==> config.mk <==
export PLATFORM = sky130hd
export DESIGN_NAME = preemptive_priority_scheduler_unit
export DESIGN_NICKNAME = d
export VERILOG_FILES = /design/src/rtl/core/pps_pkg.sv /design/src/rtl/core/pps_ctrl.sv /design/src/rtl/core/pps_dpath.sv /design/src/rtl/core/preemptive_priority_scheduler_unit.sv
export VERILOG_INCLUDE_DIRS = /design/src /design/src/rtl/core
export SDC_FILE = /design/constraint.sdc
export NUM_CORES = 1
export LEC_CHECK = 0
export BUFFER_PORTS_ARGS = -buffer_cell sky130_fd_sc_hd__buf_2
export CAP_MARGIN = 15
export CORE_ASPECT_RATIO = 0.7
export CORE_MARGIN = 5
export CORE_UTILIZATION = 40
export DETAILED_ROUTE_END_ITERATION = 10
export MAX_ROUTING_LAYER = met4
export SYNTH_ARGS = -nofsm -noshare
export SYNTH_HDL_FRONTEND = slang
export SYNTH_SLANG_ARGS = --single-unit
==> constraint.sdc <==
create_clock -name clk -period 6.4 [get_ports clk]
set_input_delay 1.28 -clock clk [delete_from_list [all_inputs] [get_ports clk]]
set_output_delay 1.28 -clock clk [all_outputs]
set_load 0.02 [all_outputs]
==> src/rtl/core/assert_macros.svh <==
// ----------------------------------------------------------------------------
// assert_macros.svh
// Clocked assertion helpers shared by the scheduler RTL.
// ----------------------------------------------------------------------------
`ifndef ASSERT_MACROS_SVH
`define ASSERT_MACROS_SVH

// Condition that must hold at every clock edge outside reset.
`define ASSERT_ALWAYS(name, expr, msg) \
    name: assert property (@(posedge clk) disable iff (!rst_n) (expr)) \
        else $error(msg);

// Consequent must hold in the cycle after the antecedent.
`define ASSERT_NEXT(name, ante, cons, msg) \
    name: assert property (@(posedge clk) disable iff (!rst_n) (ante) |=> (cons)) \
        else $error(msg);

`endif

==> src/rtl/core/pps_pkg.sv <==
// ----------------------------------------------------------------------------
// pps_pkg
// Types and constants shared by the priority scheduler modules.
// ----------------------------------------------------------------------------
`default_nettype none

package pps_pkg;

    localparam int MAX_PROCESSES_DEF = 16;

    // result status codes
    localparam logic [2:0] STAT_LOADED = 3'd0;
    localparam logic [2:0] STAT_FULL   = 3'd1;
    localparam logic [2:0] STAT_RAN    = 3'd2;
    localparam logic [2:0] STAT_IDLE   = 3'd3;
    localparam logic [2:0] STAT_DONE   = 3'd4;

    // action codes
    localparam logic ACT_LOAD = 1'b0;
    localparam logic ACT_TICK = 1'b1;

    typedef enum logic [1:0] {
        ST_IDLE,
        ST_SCAN,
        ST_DRAIN,
        ST_FINISH
    } state_t;

    typedef struct packed {
        logic [15:0] ident;
        logic [15:0] arrival;
        logic [15:0] remaining;
        logic [7:0]  urgency;
    } entry_t;

    // controller -> datapath
    typedef struct packed {
        logic load;        // load transfer accepted this cycle
        logic tick_start;  // tick transfer accepted this cycle
        logic issue;       // read table entry at scan index
        logic finish;      // commit tick result
    } cmd_t;

    // datapath -> controller
    typedef struct packed {
        logic empty;       // table holds no entries
        logic last;        // scan index points at the last entry
    } sts_t;

endpackage

`default_nettype wire

==> src/rtl/core/pps_ctrl.sv <==
// ----------------------------------------------------------------------------
// pps_ctrl
// Sequencer for the scheduler: accepts commands and steps the table scan.
// ----------------------------------------------------------------------------
`default_nettype none

`include "assert_macros.svh"

module pps_ctrl (
    input  wire logic          clk,
    input  wire logic          rst_n,
    input  wire logic          start,
    input  wire logic          action,
    input  wire pps_pkg::sts_t sts,
    output pps_pkg::cmd_t      cmd,
    output logic               busy
);

    import pps_pkg::*;

    state_t state_reg;
    state_t state_next;
    logic   accept;

    always_ff @(posedge clk or negedge rst_n)
    begin
        if (!rst_n)
        begin
            state_reg <= ST_IDLE;
        end
        else
        begin
            state_reg <= state_next;
        end
    end

    assign busy   = (state_reg != ST_IDLE);
    assign accept = start && (state_reg == ST_IDLE);

    always_comb
    begin
        state_next     = state_reg;
        cmd            = '0;
        unique case (state_reg)
            ST_IDLE:
            begin
                cmd.load       = accept && (action == ACT_LOAD);
                cmd.tick_start = accept && (action == ACT_TICK);
                if (cmd.tick_start)
                begin
                    state_next = sts.empty ? ST_FINISH : ST_SCAN;
                end
            end
            ST_SCAN:
            begin
                cmd.issue = 1'b1;
                if (sts.last)
                begin
                    state_next = ST_DRAIN;
                end
            end
            // last read data is evaluated here
            ST_DRAIN:
            begin
                state_next = ST_FINISH;
            end
            ST_FINISH:
            begin
                cmd.finish = 1'b1;
                state_next = ST_IDLE;
            end
            default:
            begin
                state_next = ST_IDLE;
            end
        endcase
    end

    `ASSERT_ALWAYS(a_one_cmd, $countones(cmd) <= 1, "more than one datapath command")
    `ASSERT_NEXT(a_finish_idle, cmd.finish, state_reg == ST_IDLE, "no return to idle")
    `ASSERT_NEXT(a_tick_busy, cmd.tick_start, busy, "tick accepted but not busy")

endmodule

`default_nettype wire

==> src/rtl/core/pps_dpath.sv <==
// ----------------------------------------------------------------------------
// pps_dpath
// Job table, scan comparator, time counter and result registers.
// ----------------------------------------------------------------------------
`default_nettype none

`include "assert_macros.svh"

module pps_dpath #(
    parameter int MAX_PROCESSES = pps_pkg::MAX_PROCESSES_DEF
) (
    input  wire logic          clk,
    input  wire logic          rst_n,
    input  wire pps_pkg::cmd_t cmd,
    output pps_pkg::sts_t      sts,
    input  wire logic [15:0]   job_id,
    input  wire logic [15:0]   arrival,
    input  wire logic [15:0]   burst,
    input  wire logic [7:0]    urgency,
    output logic               valid,
    output logic [2:0]         status,
    output logic [31:0]        tick_time,
    output logic [15:0]        running_id,
    output logic               finished
);

    import pps_pkg::*;

    localparam int IDX_W = $clog2(MAX_PROCESSES);
    localparam int CNT_W = $clog2(MAX_PROCESSES + 1);
    localparam logic [CNT_W-1:0] CNT_MAX = CNT_W'(MAX_PROCESSES);

    entry_t mem [MAX_PROCESSES];

    logic [CNT_W-1:0] count_reg;
    logic [31:0]      now_time_reg;
    logic [IDX_W-1:0] scan_idx_reg;
    logic             rd_vld_reg;
    logic [IDX_W-1:0] rd_idx_reg;
    entry_t           rd_data_reg;
    logic             pending_reg;
    logic             found_reg;
    logic [IDX_W-1:0] pick_idx_reg;
    entry_t           best_reg;

    logic             valid_reg;
    logic [2:0]       status_reg;
    logic [31:0]      tick_time_reg;
    logic [15:0]      running_id_reg;
    logic             finished_reg;

    logic             full;
    logic             wr_en;
    logic [IDX_W-1:0] wr_addr;
    entry_t           wr_data;
    logic             ready_hit;
    logic             better;
    logic [31:0]      time_inc;

    assign full      = (count_reg >= CNT_MAX);
    assign sts.empty = (count_reg == '0);
    assign sts.last  = (CNT_W'(scan_idx_reg) == CNT_W'(count_reg - 1'b1));

    assign time_inc = (now_time_reg == 32'hFFFF_FFFF) ? now_time_reg : now_time_reg + 32'd1;

    // entry is ready when it has work left and has arrived
    assign ready_hit = rd_vld_reg && (rd_data_reg.remaining != 16'd0)
                       && ({16'd0, rd_data_reg.arrival} <= now_time_reg);
    // strict compare keeps the earliest loaded job on ties
    assign better    = !found_reg || (rd_data_reg.urgency < best_reg.urgency);

    always_comb
    begin
        wr_en   = 1'b0;
        wr_addr = pick_idx_reg;
        wr_data = best_reg;
        wr_data.remaining = best_reg.remaining - 16'd1;
        if (cmd.load)
        begin
            wr_en   = !full;
            wr_addr = count_reg[IDX_W-1:0];
            wr_data = '{ident: job_id, arrival: arrival, remaining: burst, urgency: urgency};
        end
        else if (cmd.finish)
        begin
            wr_en = found_reg;
        end
    end

    always_ff @(posedge clk)
    begin
        if (wr_en)
        begin
            mem[wr_addr] <= wr_data;
        end
        if (cmd.issue)
        begin
            rd_data_reg <= mem[scan_idx_reg];
        end
    end

    always_ff @(posedge clk)
    begin
        if (cmd.issue)
        begin
            rd_idx_reg <= scan_idx_reg;
        end
        if (ready_hit && better)
        begin
            best_reg     <= rd_data_reg;
            pick_idx_reg <= rd_idx_reg;
        end
    end

    always_ff @(posedge clk or negedge rst_n)
    begin
        if (!rst_n)
        begin
            count_reg    <= '0;
            now_time_reg <= '0;
            scan_idx_reg <= '0;
            rd_vld_reg   <= 1'b0;
            pending_reg  <= 1'b0;
            found_reg    <= 1'b0;
            valid_reg    <= 1'b0;
        end
        else
        begin
            rd_vld_reg <= cmd.issue;
            valid_reg  <= cmd.load || cmd.finish;
            if (cmd.load && !full)
            begin
                count_reg <= count_reg + 1'b1;
            end
            if (cmd.tick_start)
            begin
                scan_idx_reg <= '0;
                pending_reg  <= 1'b0;
                found_reg    <= 1'b0;
            end
            else
            begin
                if (cmd.issue)
                begin
                    scan_idx_reg <= scan_idx_reg + 1'b1;
                end
                if (rd_vld_reg && (rd_data_reg.remaining != 16'd0))
                begin
                    pending_reg <= 1'b1;
                end
                if (ready_hit)
                begin
                    found_reg <= 1'b1;
                end
            end
            if (cmd.finish && pending_reg)
            begin
                now_time_reg <= time_inc;
            end
        end
    end

    // result registers
    always_ff @(posedge clk)
    begin
        if (cmd.load)
        begin
            status_reg     <= full ? STAT_FULL : STAT_LOADED;
            tick_time_reg  <= '0;
            running_id_reg <= '0;
            finished_reg   <= 1'b0;
        end
        else if (cmd.finish)
        begin
            tick_time_reg  <= now_time_reg;
            running_id_reg <= '0;
            finished_reg   <= 1'b0;
            priority if (!pending_reg)
            begin
                status_reg <= STAT_DONE;
            end
            else if (!found_reg)
            begin
                status_reg <= STAT_IDLE;
            end
            else
            begin
                status_reg     <= STAT_RAN;
                running_id_reg <= best_reg.ident;
                finished_reg   <= (best_reg.remaining == 16'd1);
            end
        end
    end

    assign valid      = valid_reg;
    assign status     = status_reg;
    assign tick_time  = tick_time_reg;
    assign running_id = running_id_reg;
    assign finished   = finished_reg;

    `ASSERT_ALWAYS(a_count_max, count_reg <= CNT_MAX, "entry count past table size")
    `ASSERT_ALWAYS(a_found_pending, !found_reg || pending_reg, "ready job without pending work")
    `ASSERT_ALWAYS(a_time_mono, now_time_reg >= $past(now_time_reg), "time counter went back")
    `ASSERT_NEXT(a_load_result, cmd.load, valid_reg, "load gave no result")

endmodule

`default_nettype wire

==> src/rtl/core/preemptive_priority_scheduler_unit.sv <==
// ----------------------------------------------------------------------------
// preemptive_priority_scheduler_unit
// Priority scheduler: loads jobs into a table and runs one unit per tick.
// ----------------------------------------------------------------------------
//
//  channel   handshake        fields
//  -------   --------------   ---------------------------------------------
//  command   start / busy     action, job_id, arrival, burst, urgency
//  result    valid (strobe)   status, tick_time, running_id, finished
//
//  A load completes at the transfer edge; its result shows the next cycle.
//  A tick keeps busy high through a scan state with one table read per entry
//  through the single memory read port, a drain state and a commit state,
//  or through the commit state alone on an empty table; the result strobes
//  in the first cycle with busy low again.
//  Reset clears the entry count, time and control; no table clearing pass.
//  Results are shown for one cycle and cannot be stalled.
// ----------------------------------------------------------------------------
`default_nettype none

module preemptive_priority_scheduler_unit #(
    parameter int MAX_PROCESSES = pps_pkg::MAX_PROCESSES_DEF
) (
    input  wire logic        clk,
    input  wire logic        rst_n,
    input  wire logic        start,
    output logic             busy,
    input  wire logic        action,
    input  wire logic [15:0] job_id,
    input  wire logic [15:0] arrival,
    input  wire logic [15:0] burst,
    input  wire logic [7:0]  urgency,
    output logic             valid,
    output logic [2:0]       status,
    output logic [31:0]      tick_time,
    output logic [15:0]      running_id,
    output logic             finished
);

    import pps_pkg::*;

    cmd_t cmd;
    sts_t sts;

    pps_ctrl u_ctrl (
        .clk    (clk),
        .rst_n  (rst_n),
        .start  (start),
        .action (action),
        .sts    (sts),
        .cmd    (cmd),
        .busy   (busy)
    );

    pps_dpath #(
        .MAX_PROCESSES (MAX_PROCESSES)
    ) u_dpath (
        .clk        (clk),
        .rst_n      (rst_n),
        .cmd        (cmd),
        .sts        (sts),
        .job_id     (job_id),
        .arrival    (arrival),
        .burst      (burst),
        .urgency    (urgency),
        .valid      (valid),
        .status     (status),
        .tick_time  (tick_time),
        .running_id (running_id),
        .finished   (finished)
    );

endmodule

`default_nettype wire
== Yosys cells after proc, flatten, opt, wreduce, memory -nomap -nowiden ==
Memory sizes are Yosys's and may differ from the RTL's. A register that Yosys moved wholly into a read port is not among the register bits.
Index checks and enable logic that the tools add are counted.

* Add/subtract/negate cells: 5
* Order comparisons: 3
* Equality and inequality tests: 8
* Muxes and demuxes: 28
* Bitwise gates (word level): 2
* Reduce and logical (&&, ||, !) cells: 22

{| class="wikitable"
|+ Operators with widths
! operator !! number
|-
| 2-to-1 mux 56 bit || 1
|-
| adder 32 x 1 -> 32 bit (second input constant) || 1
|-
| == test 32 bit (second input constant) || 1
|-
| <= comparator 16 x 32 -> 1 bit || 1
|-
| 2-to-1 mux 16 bit || 2
|-
| == test 16 x 1 -> 1 bit (second input constant) || 1
|-
| nonzero test 16 bit || 1
|-
| subtractor 16 x 1 -> 16 bit (second input constant) || 1
|-
| 2-to-1 mux 1 bit || 14
|-
| 2-to-1 mux 4 bit || 3
|-
| nonzero test 2 bit || 5
|-
| 2-to-1 mux 3 bit || 3
|-
| logical AND 1 bit || 8
|-
| less-than comparator 8 bit || 1
|-
| 2-to-1 mux 2 bit || 4
|-
| case mux 2 bit (4 select lines) || 1
|-
| adder 5 x 1 -> 5 bit (second input constant) || 1
|-
| == test 4 x 5 -> 1 bit || 1
|-
| >= comparator 5 bit (second input constant) || 1
|-
| logical NOT 5 bit || 1
|-
| subtractor 5 x 1 -> 5 bit (second input constant) || 1
|-
| adder 4 x 1 -> 4 bit (second input constant) || 1
|-
| == test 2 bit (second input constant) || 2
|-
| inequality test 2 bit (second input constant) || 2
|-
| 6 further kinds || 10
|}

* Flip-flop bits (word level): 163
* Memory bits (writable): 896
* Bits of input ports: 60
* Word-level logic and storage cells: 87
* Memories: 1

{| class="wikitable"
|+ Memory list
! name !! depth !! bits a word !! read ports !! clocked after memory_dff !! wr ports !! line !! source
|-
| u_dpath.mem || 16 || 56 || 1 || 1 || 1 || pps_dpath.sv:33 || <nowiki>entry_t mem [MAX_PROCESSES];</nowiki>
|}

== Depth between registers and ports, before layout ==
Gate-level depths: netlist of run 1.

* Word-level depth: 7
* Depth in mapped cells: 10
* Mapped depth without buffers: 8

== By module ==
Synthesis of run 1 repeated with hierarchy kept, for this count alone.

* Cell total of the unflattened synthesis: 2040
* Area total of the unflattened synthesis: 43021.3 um2

{| class="wikitable"
|+ Modules (own cells, without submodules)
! module !! times used !! cells an instance !! area an instance (um2)
|-
| pps_dpath || 1 || 2019 || 42829.8
|-
| pps_ctrl || 1 || 21 || 191.4
|}

== Worst setup path after synthesis of run 1 ==
OpenSTA, ideal clock, no wires.

* Kind: input to register
* Start point: input port start
* End point: memory u_dpath.mem[0][0] (netlist name), enable pin
* Library setup time: 0.470 ns
* Data arrival time: 4.562 ns
* Required time: 5.930 ns
* Slack: 1.368 ns
* Cell stages on the path: 7
* Buffers on the path: 2
* Cell sequence: nand2_1 > or2_2 > clkbuf_1 > clkbuf_1 > o21ai_0 > o21ai_0 > nor2_1

* Cells in the longest elaborated chain, start to end: 6
* Elaborated cells between the ends (all ways): 7
* Classes of those cells: 5 x mux; 2 x reduce/logical

{| class="wikitable"
|+ Ends and longest elaborated chain
! element !! line !! source
|-
| start, declared || preemptive_priority_scheduler_unit.sv:26 || <nowiki>input wire logic start,</nowiki>
|-
| logical AND 1 bit * || pps_ctrl.sv:38 || <nowiki>assign accept = start && (state_reg == ST_IDLE);</nowiki>
|-
| logical AND 1 bit * || pps_ctrl.sv:47 || <nowiki>cmd.load = accept && (action == ACT_LOAD);</nowiki>
|-
| 2-to-1 mux 2 bit * || pps_ctrl.sv:44 || <nowiki>unique case (state_reg)</nowiki>
|-
| 2-to-1 mux 1 bit || pps_dpath.sv:78 || <nowiki>if (cmd.load)</nowiki>
|-
| 2-to-1 mux 1 bit || pps_dpath.sv:92 || <nowiki>if (wr_en)</nowiki>
|-
| 2-to-1 mux 1 bit (not written as such) || pps_dpath.sv:94 || <nowiki>mem[wr_addr] <= wr_data;</nowiki>
|-
| end, declared || pps_dpath.sv:33 ||
|}

Mark *: on every way between the ends. The rest lies on a longest branch, timed or not.

== Worst setup path in the final report of run 1 ==
* Start point: register u_ctrl.state_reg[1]
* End point: memory u_dpath.mem[3][10] (netlist name), enable pin

* Cells in the longest elaborated chain, start to end: 7
* Elaborated cells between the ends (all ways): 11
* Classes of those cells: 1 x eq/ne; 7 x mux; 3 x reduce/logical

{| class="wikitable"
|+ Ends and longest elaborated chain
! element !! line !! source
|-
| start, declared || pps_ctrl.sv:21 || <nowiki>state_t state_reg;</nowiki>
|-
| start signal, assigned || pps_ctrl.sv:33 || <nowiki>state_reg <= state_next;</nowiki>
|-
| logical NOT 2 bit || pps_ctrl.sv:38, pps_ctrl.sv:44 ||
|-
| logical AND 1 bit || pps_ctrl.sv:38 ||
|-
| logical AND 1 bit || pps_ctrl.sv:47 ||
|-
| 2-to-1 mux 2 bit || pps_ctrl.sv:44 ||
|-
| 2-to-1 mux 1 bit || pps_dpath.sv:78 ||
|-
| 2-to-1 mux 1 bit || pps_dpath.sv:92 ||
|-
| 2-to-1 mux 1 bit (not written as such) || pps_dpath.sv:94 ||
|}

Several ways; a longest one is shown, not always the timed one.

==> run summary, run 1 <==
The number of fill cells is roughly 9000. The residual DRC count is 0. The maximum ir drop on the vdd rail is 0.000350 V. The count of port buffers added during placement came out at roughly 110. For this run, the register share of the synthesized area comes to 0.763. The die span in y is about 280 um.

The slowest cell on the critical path is nor2_4. The maximum clock path buffer count is 3. The max-slew violation count is 0.

The register-to-register path setup slack came out at approximately 2.7 ns. In this run the standard cell core region covers around 0.11 mm^2. The library cell used most frequently in the layout, excluding fill and tap cells, is edfxtp_1. The number of cell rows is 100.

The number of gates given a new drive strength after cts came out at 0. Together, buffers and inverters on the worst path number 2. The number of setup violations in the final report is 0. For this block, the routed nets add up to between 100 and 150 mm of wire.

The initial utilization of the core area, before any placement, comes to 0.404. The most used flip-flop cell after synthesis is edfxtp_1. The path with the worst hold slack has its endpoint at u_dpath.best_reg[42].

The via count of the first global-routing pass is ~21000. Yosys attributes the largest share of cell area to edfxtp_1 71%, mux4_2 15%, dfrtp_1 2.7%. The minimum clock period after layout came out at between 3 and 4 ns.

For this design, the CTS-stage hold fixing added 0 buffers. The worst slew margin relative to its limit came out at 0.193. Pin placement for this block handled approximately 110 I/O pins. The die covers about 0.11 mm^2. The path class of the tightest hold or removal check is reg -> reg. The startpoint identified for the worst hold timing path is u_dpath.rd_data_reg[42]. The placement-stage worst setup slack is about 2.1 ns.

In the layout the commonest cells are 1019 x edfxtp_1, 280 x mux4_2, 159 x nand2_1. The depth of the worst register-to-register path came out at 8. Walking the worst path, the cells encountered are inv_1, ha_1, nand2_1, or2_2, o31ai_1, nand2_1, nor2_4, buf_12. After synthesis, the netlist uses between 40 and 50 different library cells. The net count of the mapped netlist is ~2200. The delay contributed by the slowest stage of the critical path is approximately 0.83 ns.

Dividing the final minimum period by the clock period gives 0.585. STA puts the critical path data required time at between 6 and 7 ns. The synthesis-to-finish area growth came out at 14.4%. Each instance of the synthesized netlist takes up on average 20.7 um^2. The worst-margin pin slew is 1.20 ns.

The run finished with clean final reports. The number of flip-flops in the largest register is between 800 and 900. In the final layout, the share of cells above drive strength 1 is 0.277. Along the worst path, the maximum fanout reaches 37. STA classifies the critical path startpoint as a flip-flop. The standby leakage power is approximately 0.016 uW. The initial antenna violation count came to 3. The least setup slack across all paths after layout is roughly 2.7 ns.

The clock network latency to the later pin of the worst-skew pair is approximately 0.7 ns. The count of max-cap constraint violations came out at 0. The end of the worst register-to-register path is u_dpath.mem[3][10]. The Yosys step of the flow raised 0 warnings. The maximum level of the CTS H-tree is 3. The share of Yosys cell area claimed by the top area cell type came out at 0.713. The total power of the final layout came out at around 22000 uW.

The critical path is of the reg -> reg type. The post-route antenna net violation count is 0. In this design, the critical path's most frequently occurring cell is nand2_1. The total clock buffers created by CTS is about 100. The first global-routing pass estimated ~150 mm of wire.

The buffer cell driving the clock tree root is clkbuf_16. The tightest hold path in the finished design has a slack of 0.417 ns. The sum of negative setup slack came out at 0 ns.

The total global routing track utilization came out at 0.184. The number of instances on the worst hold path is 0. The startpoint identified for the worst register-to-register timing path is u_ctrl.state_reg[1]. The worst setup path is captured at a flip-flop. The residual overflow from global routing came out at 0. After the first detailed-routing iteration, the DRC count stood at ~2000. The maximum number of pins on one net before global-route repair is about 120. The post-synthesis cell count came out at between 2000 and 2500. Data arrives at the worst endpoint at 4.11 ns. In the final routed layout, each cell accounts on average for 27.1 um. The post-route core utilization is 0.462.

The gate family responsible for the most delay along the worst path is simple AND/OR/NAND/NOR gates. After clock tree synthesis, the clock-pin slew on the worst setup and hold paths is about 0.060 ns. Power spread over the standard cell area amounts to about 440 mW/mm^2. In the final design database the tool counted 2347 nets.

The final weighted congestion of routability-driven global placement came out at about 0.76. The horizontal die dimension came out at 402 um. The async set-reset flop share out of synthesis came out at 0.0422. The cell area after synthesis is 0.0429 mm^2. Using the TritonRoute via totals, the vias-per-cell ratio works out to roughly 5.6. The wire-length estimate of the detail-placed layout is between 50 and 60 mm. The number of enable flip-flop cells after synthesis came out at 1019. TritonCTS built the clock tree. Setup repair after global routing left no endpoint under its margin. The achievable frequency came out at roughly 270 MHz. The number of sinks handled by clock tree synthesis came out at between 1000 and 1500. The detailed router placed 20965 vias in this run. The cell type with the highest aggregate area in the netlist is edfxtp_1. The iteration count of the initial detailed-routing pass is 5. The number of setup buffers added after CTS is 0. The number of hold-slack violations in the final timing report is 0.

The worst clock skew is around 0.042 ns. The total of flip-flops plus latches after synthesis is 1115.
-- cells in the mapped netlist (all sizes together), types with 14 or more instances --
master / number
a22oi: 15
clkbuf: 51
o21ai: 30
edfxtp: 1019
xnor2: 44
mux4: 280
a21oi: 14
nor2: 91
buf: 47
dfrtp: 47
nand3: 17
ha: 34
inv: 34
mux2i: 37
nand4: 23
dfxtp: 49
nand2: 159
-- final cells by class --
class	instances	area, um^2	share of cell area
Multi-Input combinational cell	824	9730	0.198
Clock buffer	125	2780	0.0565
Tap cell	1428	1790	0.0364
Sequential cell	1115	32800	0.667
Clock inverter	72	696	0.0142
Antenna cell	2	5.00	0.000102
Inverter	35	131	0.00268
Timing Repair Buffer	173	1200	0.0245
-- worst max path at each step --
stage / start / endpoint / slack [ns] / cells after the start
2_1_floorplan: start / u_dpath.mem[0][0] / 1.37 / 7
5_1_grt: u_ctrl.state_reg[0] / u_dpath.mem[3][12] / 2.44 / 8
6_report: u_ctrl.state_reg[1] / u_dpath.mem[3][10] / 2.66 / 8
4_1_cts: u_ctrl.state_reg[1] / u_dpath.mem[3][10] / 2.67 / 8
3_3_place_gp: start / u_dpath.mem[3][19] / 2.11 / 7
3_5_place_dp: start / u_dpath.mem[3][19] / 2.13 / 7
-- worst reg2reg max path, cell delays in order, from the launching register on --
cell and delay [ns]:
dfrtp_1 0.42, inv_1 0.17, ha_1 0.28, nand2_1 0.14
or2_2 0.50, o31ai_1 0.37, nand2_1 0.30, nor2_4 0.83
buf_12 0.39
-- cell families after synthesis --
logic type,count (synthesis),share of synthesized area
buffers and inverters,133,0.0134
DFF,1115,0.763
xor gates and xnor gates,56,0.0114
AOI/OAI and AO/OA,77,0.0110
and+or+nand+nor,340,0.0354
muxes,317,0.156
adders and majority gates,34,0.00991
-- metrics by stage --
stage	cell area, um^2	cells
finish	49100	3774
global route	49100	3774
CTS	49100	3770
detailed placement	45600	3573
global placement	45600	3572
floorplan	42900	2072
-- per-layer routing --
| layer | wire [um] | part of all wire | vias to the layer above | GRT usage |
|---|---|---|---|---|
| li1 | - | - | 8781 | - |
| met1 | 47000 | 0.46 | 11278 | 0.277 |
| met2 | 45300 | 0.44 | 777 | 0.259 |
| met3 | 8090 | 0.079 | 129 | 0.0434 |
| met4 | 1860 | 0.018 | 0 | 0.0365 |
| met5 | 0 | 0 | - | - |
-- where the power goes --
| group | internal, uW | leakage, uW | total [uW] | switching [uW] |
|---|---|---|---|---|
| combinational | 2320 | 0.00402 | 5410 | 3090 |
| sequential | 9430 | 0.0102 | 9950 | 523 |
| clock | 3550 | 0.00170 | 6250 | 2700 |
Power figures use the tool's default switching activity.
==> run 2, diff against run 1 <==
--- a/config.mk
+++ b/config.mk
@@ -6,6 +6,7 @@
 export SDC_FILE = /design/constraint.sdc
 export NUM_CORES = 1
 export LEC_CHECK = 0
+export ABC_AREA = 1
 export BUFFER_PORTS_ARGS = -buffer_cell sky130_fd_sc_hd__buf_2
 export CAP_MARGIN = 15
 export CORE_ASPECT_RATIO = 0.7
==> constraint.sdc (replaced) <==
create_clock -name clk -period 3.32 [get_ports clk]
set_input_delay 0.664 -clock clk [delete_from_list [all_inputs] [get_ports clk]]
set_output_delay 0.664 -clock clk [all_outputs]
set_load 0.02 [all_outputs]
==> run summary, run 2 <==
Status: complete, no violations (unchanged). The number of placed I/O pins came out at 114 (unchanged). The die area is 0.118 mm^2 (was 0.114 mm^2).

The number of flip-flops in the largest register is 896 (unchanged). The count of nets after finishing is 3685 (was 2347). The number of setup violations in the final report is 0 (unchanged).

The via count of the first global-routing pass came out at 26785 (was 21478). The number of unique standard cell types used by synthesis came out at 44 (was 47). The internal power consumption came to 27500 uW (was 15300 uW). The post-synthesis sequential area ratio is 0.736 (was 0.763). The ratio of routed vias to standard cells came to 5.55 (was 5.56). The count of port buffers added during placement was 113 (unchanged).

The async set-reset flop share out of synthesis is 0.0422 (unchanged). The sum of buffers and inverters on the critical path came out at 4 (was 2). The period utilization is 0.951 (was 0.585).

The sum of negative setup slack came out at 0 ns (unchanged). Top area cells in the synthesized netlist: edfxtp_1 69%, o21ai_0 5.6%, nor2_1 4.6% (was edfxtp_1 71%, mux4_2 15%, dfrtp_1 2.7%). The power density normalized to cell area came out at 829 mW/mm^2 (was 440 mW/mm^2). The gate family responsible for the most delay along the worst path is simple AND/OR/NAND/NOR gates (unchanged).

The initial detailed-routing violation count is 3417 (was 2044). The minimum clock period after layout is 3.16 ns (was 3.74 ns). The number of sinks handled by clock tree synthesis came out at 1115 (unchanged). Highest-count cells in the layout ignoring fill and taps: 1019 x edfxtp_1, 531 x nor2_1, 500 x o21ai_0 (was 1019 x edfxtp_1, 280 x mux4_2, 159 x nand2_1). The most frequent standard cell in the layout excluding fill and tap cells is edfxtp_1 (unchanged). The part of the total power dissipated in combinational logic came out at 0.284 (was 0.250). The total global routing track utilization is 0.206 (was 0.184).

The cell area after synthesis came to 0.0445 mm^2 (was 0.0429 mm^2). The number of synthesis warnings is 0 (unchanged). The buffer cell driving the clock tree root is clkbuf_16 (unchanged). The area inside the core boundary is 0.111 mm^2 (was 0.106 mm^2). The standby leakage power came out at 0.0173 uW (was 0.0160 uW). The number of cell rows is 102 (was 100).

The total clock buffers created by CTS came out at 100 (was 104). The slowest cell on the critical path is dfrtp_1 (was nor2_4). The clock share of power is 0.277 (was 0.289). The number of enable flip-flop cells after synthesis came out at 1019 (unchanged). The switching power summed over all nets is 14600 uW (was 6320 uW). The max-slew violation count is 0 (unchanged). The maximum ir drop on the vdd rail came out at 0.000484 V (was 0.000350 V). The TritonCTS clock tree is done (unchanged). The initial cell density of the core is 0.403 (was 0.404). The total wire length after detailed routing came out at 121 mm (was 102 mm). The post-synthesis cell count came out at 3474 (was 2072). The clock network latency to the later pin of the worst-skew pair was 0.71 ns (about the same). The total of flip-flops plus latches after synthesis came out at 1115 (unchanged). The kind of end point of the critical path is a flip-flop (unchanged). Most frequent cells after synthesis: 1019 x edfxtp_1, 548 x nor2_1, 500 x o21ai_0 (was 1019 x edfxtp_1, 280 x mux4_2, 159 x nand2_1).

The horizontal die dimension came out at 409 um (was 402 um). The cell type with the highest aggregate area in the netlist is edfxtp_1 (unchanged). The die span in y is 289 um (was 284 um). The detailed-placement wirelength estimate is 67.5 mm (was 57.9 mm). The net count of the mapped netlist came out at 3568 (was 2166).

Unrepaired setup endpoints after global routing: yes (was no). The residual DRC count is 0 (unchanged). The number of hold-slack violations in the final timing report is 0 (unchanged). The clock input transition at the sequential cells of the worst setup and hold paths is 0.07 ns (was 0.06 ns). The proportion of total power due to net switching is 0.347 (was 0.292).

The arrival time of data at the critical path endpoint came to 3.51 ns (was 4.11 ns). The worst clock skew is 0.0245 ns (was 0.0416 ns). The sequential power share is 0.439 (was 0.460). The most used flip-flop cell after synthesis is edfxtp_1 (unchanged). The placement-stage worst setup slack came out at 0.0403 ns (was 2.13 ns). The achievable frequency came out at 317 MHz (was 267 MHz). The maximum number of pins on one net before global-route repair came out at 131 (was 117). The worst-margin pin slew came to 0.860 ns (was 1.20 ns). The delay contributed by the slowest stage of the critical path came out at 0.44 ns (was 0.83 ns). The initial antenna violation count is 3 (unchanged). The iteration count of the initial detailed-routing pass is 6 (was 5). The synthesis-to-finish area growth came to 14.0% (was 14.4%). The share of post-route cells with drive strength above 1 is 0.120 (was 0.277). Crit path cell chain: inv_1, ha_1, inv_2, nor3_4, nand2_1, o31ai_2, nand3_2, buf_4, nor2_4, buf_16 (was inv_1, ha_1, nand2_1, or2_2, o31ai_1, nand2_1, nor2_4, buf_12). The most frequent cell after synthesis is edfxtp_1 (unchanged).

The path type of the worst setup path is reg -> reg (unchanged). The average wire per standard cell came out at 23.5 um (was 27.1 um). The least setup slack across all paths after layout is 0.162 ns (was 2.66 ns).

The share of Yosys cell area claimed by the top area cell type came out at 0.688 (was 0.713). The count of max-cap constraint violations is 0 (unchanged). The post-route antenna net violation count is 0 (unchanged). The maximum level of the CTS H-tree came out at 3 (unchanged). The final weighted congestion of routability-driven global placement was 0.834 (was 0.756). The residual overflow from global routing came out at 0 (unchanged). The data required time at the worst endpoint was 3.67 ns (was 6.77 ns).

The maximum clock path buffer count came out at 3 (unchanged). The highest fanout seen on the critical path is 47 (was 37). The total power of the final layout came out at 42100 uW (was 21600 uW).

The worst slew margin relative to its limit came out at 0.420 (was 0.193). The overall via count from detail_route is 28499 (was 20965). The class of the tightest hold or removal check is in -> reg (was reg -> reg). The mean area per synthesized cell is 12.8 um^2 (was 20.7 um^2). The startpoint class of the critical path was a flip-flop (unchanged). The number of fill cells is 9803 (was 8819). The wire length of the first global-routing pass is 178 mm (was 151 mm).
[run 2: through the flow]
stage / hold WS, ns / util / instances / instance area (um^2)
global placement: 0.402 / 0.429 / 4937 / 47400
detailed placement: 0.405 / 0.429 / 4937 / 47400
floorplan: 0.368 / - / 3474 / 44500
finish: 0.404 / 0.459 / 5136 / 50700
CTS: 0.381 / 0.458 / 5126 / 50700
global route: 0.421 / 0.459 / 5136 / 50700
[run 2: final cells by class]
type / instances / area, um^2 / share of cell area
clock buffers: 131 / 2750 / 0.0543
well taps: 1456 / 1820 / 0.0359
inverters: 137 / 541 / 0.0107
clock inverters: 57 / 515 / 0.0102
multi-input cells: 2009 / 10400 / 0.206
repair buffers: 228 / 1900 / 0.0375
flip-flops and latches: 1115 / 32800 / 0.646
diodes: 3 / 7.51 / 0.000148
[run 2: path summary, 6_finish.rpt]
kind / cells after the start / slack, ns / startpoint / to
worst max register to register: 10 / 0.16 / u_ctrl.state_reg[0] / u_dpath.mem[7][46]
worst min-delay path: 4 / 0.40 / action / u_dpath.count_reg[0]
worst max-delay path: 10 / 0.16 / u_ctrl.state_reg[0] / u_dpath.mem[7][46]
max in group asynchronous: 3 / 2.03 / rst_n / u_dpath.now_time_reg[10]
min in group asynchronous: 2 / 0.43 / rst_n / u_dpath.found_reg
worst min register to register: 0 / 0.42 / u_dpath.rd_idx_reg[2] / u_dpath.pick_idx_reg[2]
[run 2: power by group through the flow]
stage / Combinational (uW) / Clock, uW / Sequential (uW)
floorplan: 7400 / 0 / 18500
global placement: 11800 / 0 / 18700
detailed placement: 11900 / 0 / 18700
CTS: 11900 / 11800 / 18500
global route: 13200 / 12500 / 18500
finish: 11900 / 11700 / 18500
[run 2: worst register-to-register path, delay by kind of cell (launching register included)]
kind | cells | cell delay, ns
buf+inv | 4 | 0.78
compound gates | 1 | 0.24
simple gates | 4 | 1.04
flops | 1 | 0.44
fa+ha+maj | 1 | 0.24
[run 2: cells by family after synthesis]
logic type / count (synthesis) / synth area share
flip-flops: 1115 / 0.736
buffers and inverters: 350 / 0.0331
adder cells (fa/ha/maj): 34 / 0.00956
AND/OR/NAND/NOR: 1116 / 0.101
XOR/XNOR: 36 / 0.00709
AO/OA/AOI/OAI: 823 / 0.113
[run 2: per-layer routing]
layer  up-vias  routed length, um  global-route usage
met5         -                  0                   -
met4         0               2590              0.0496
met3       158               9800              0.0413
met2      1182              52200               0.292
met1     14172              55900               0.306
li1      12987                  -                   -
[run 2: what timing repair did]
action | in CTS | in global routing
hold endpoints to repair | 15 | 0
endpoints found under the setup margin | 13 | 237
hold buffers | 1 | 0
gates cloned | 0 | 0
buffers inserted | 0 | 7
pin swaps | 0 | 3
gates resized for setup | 1 | 2
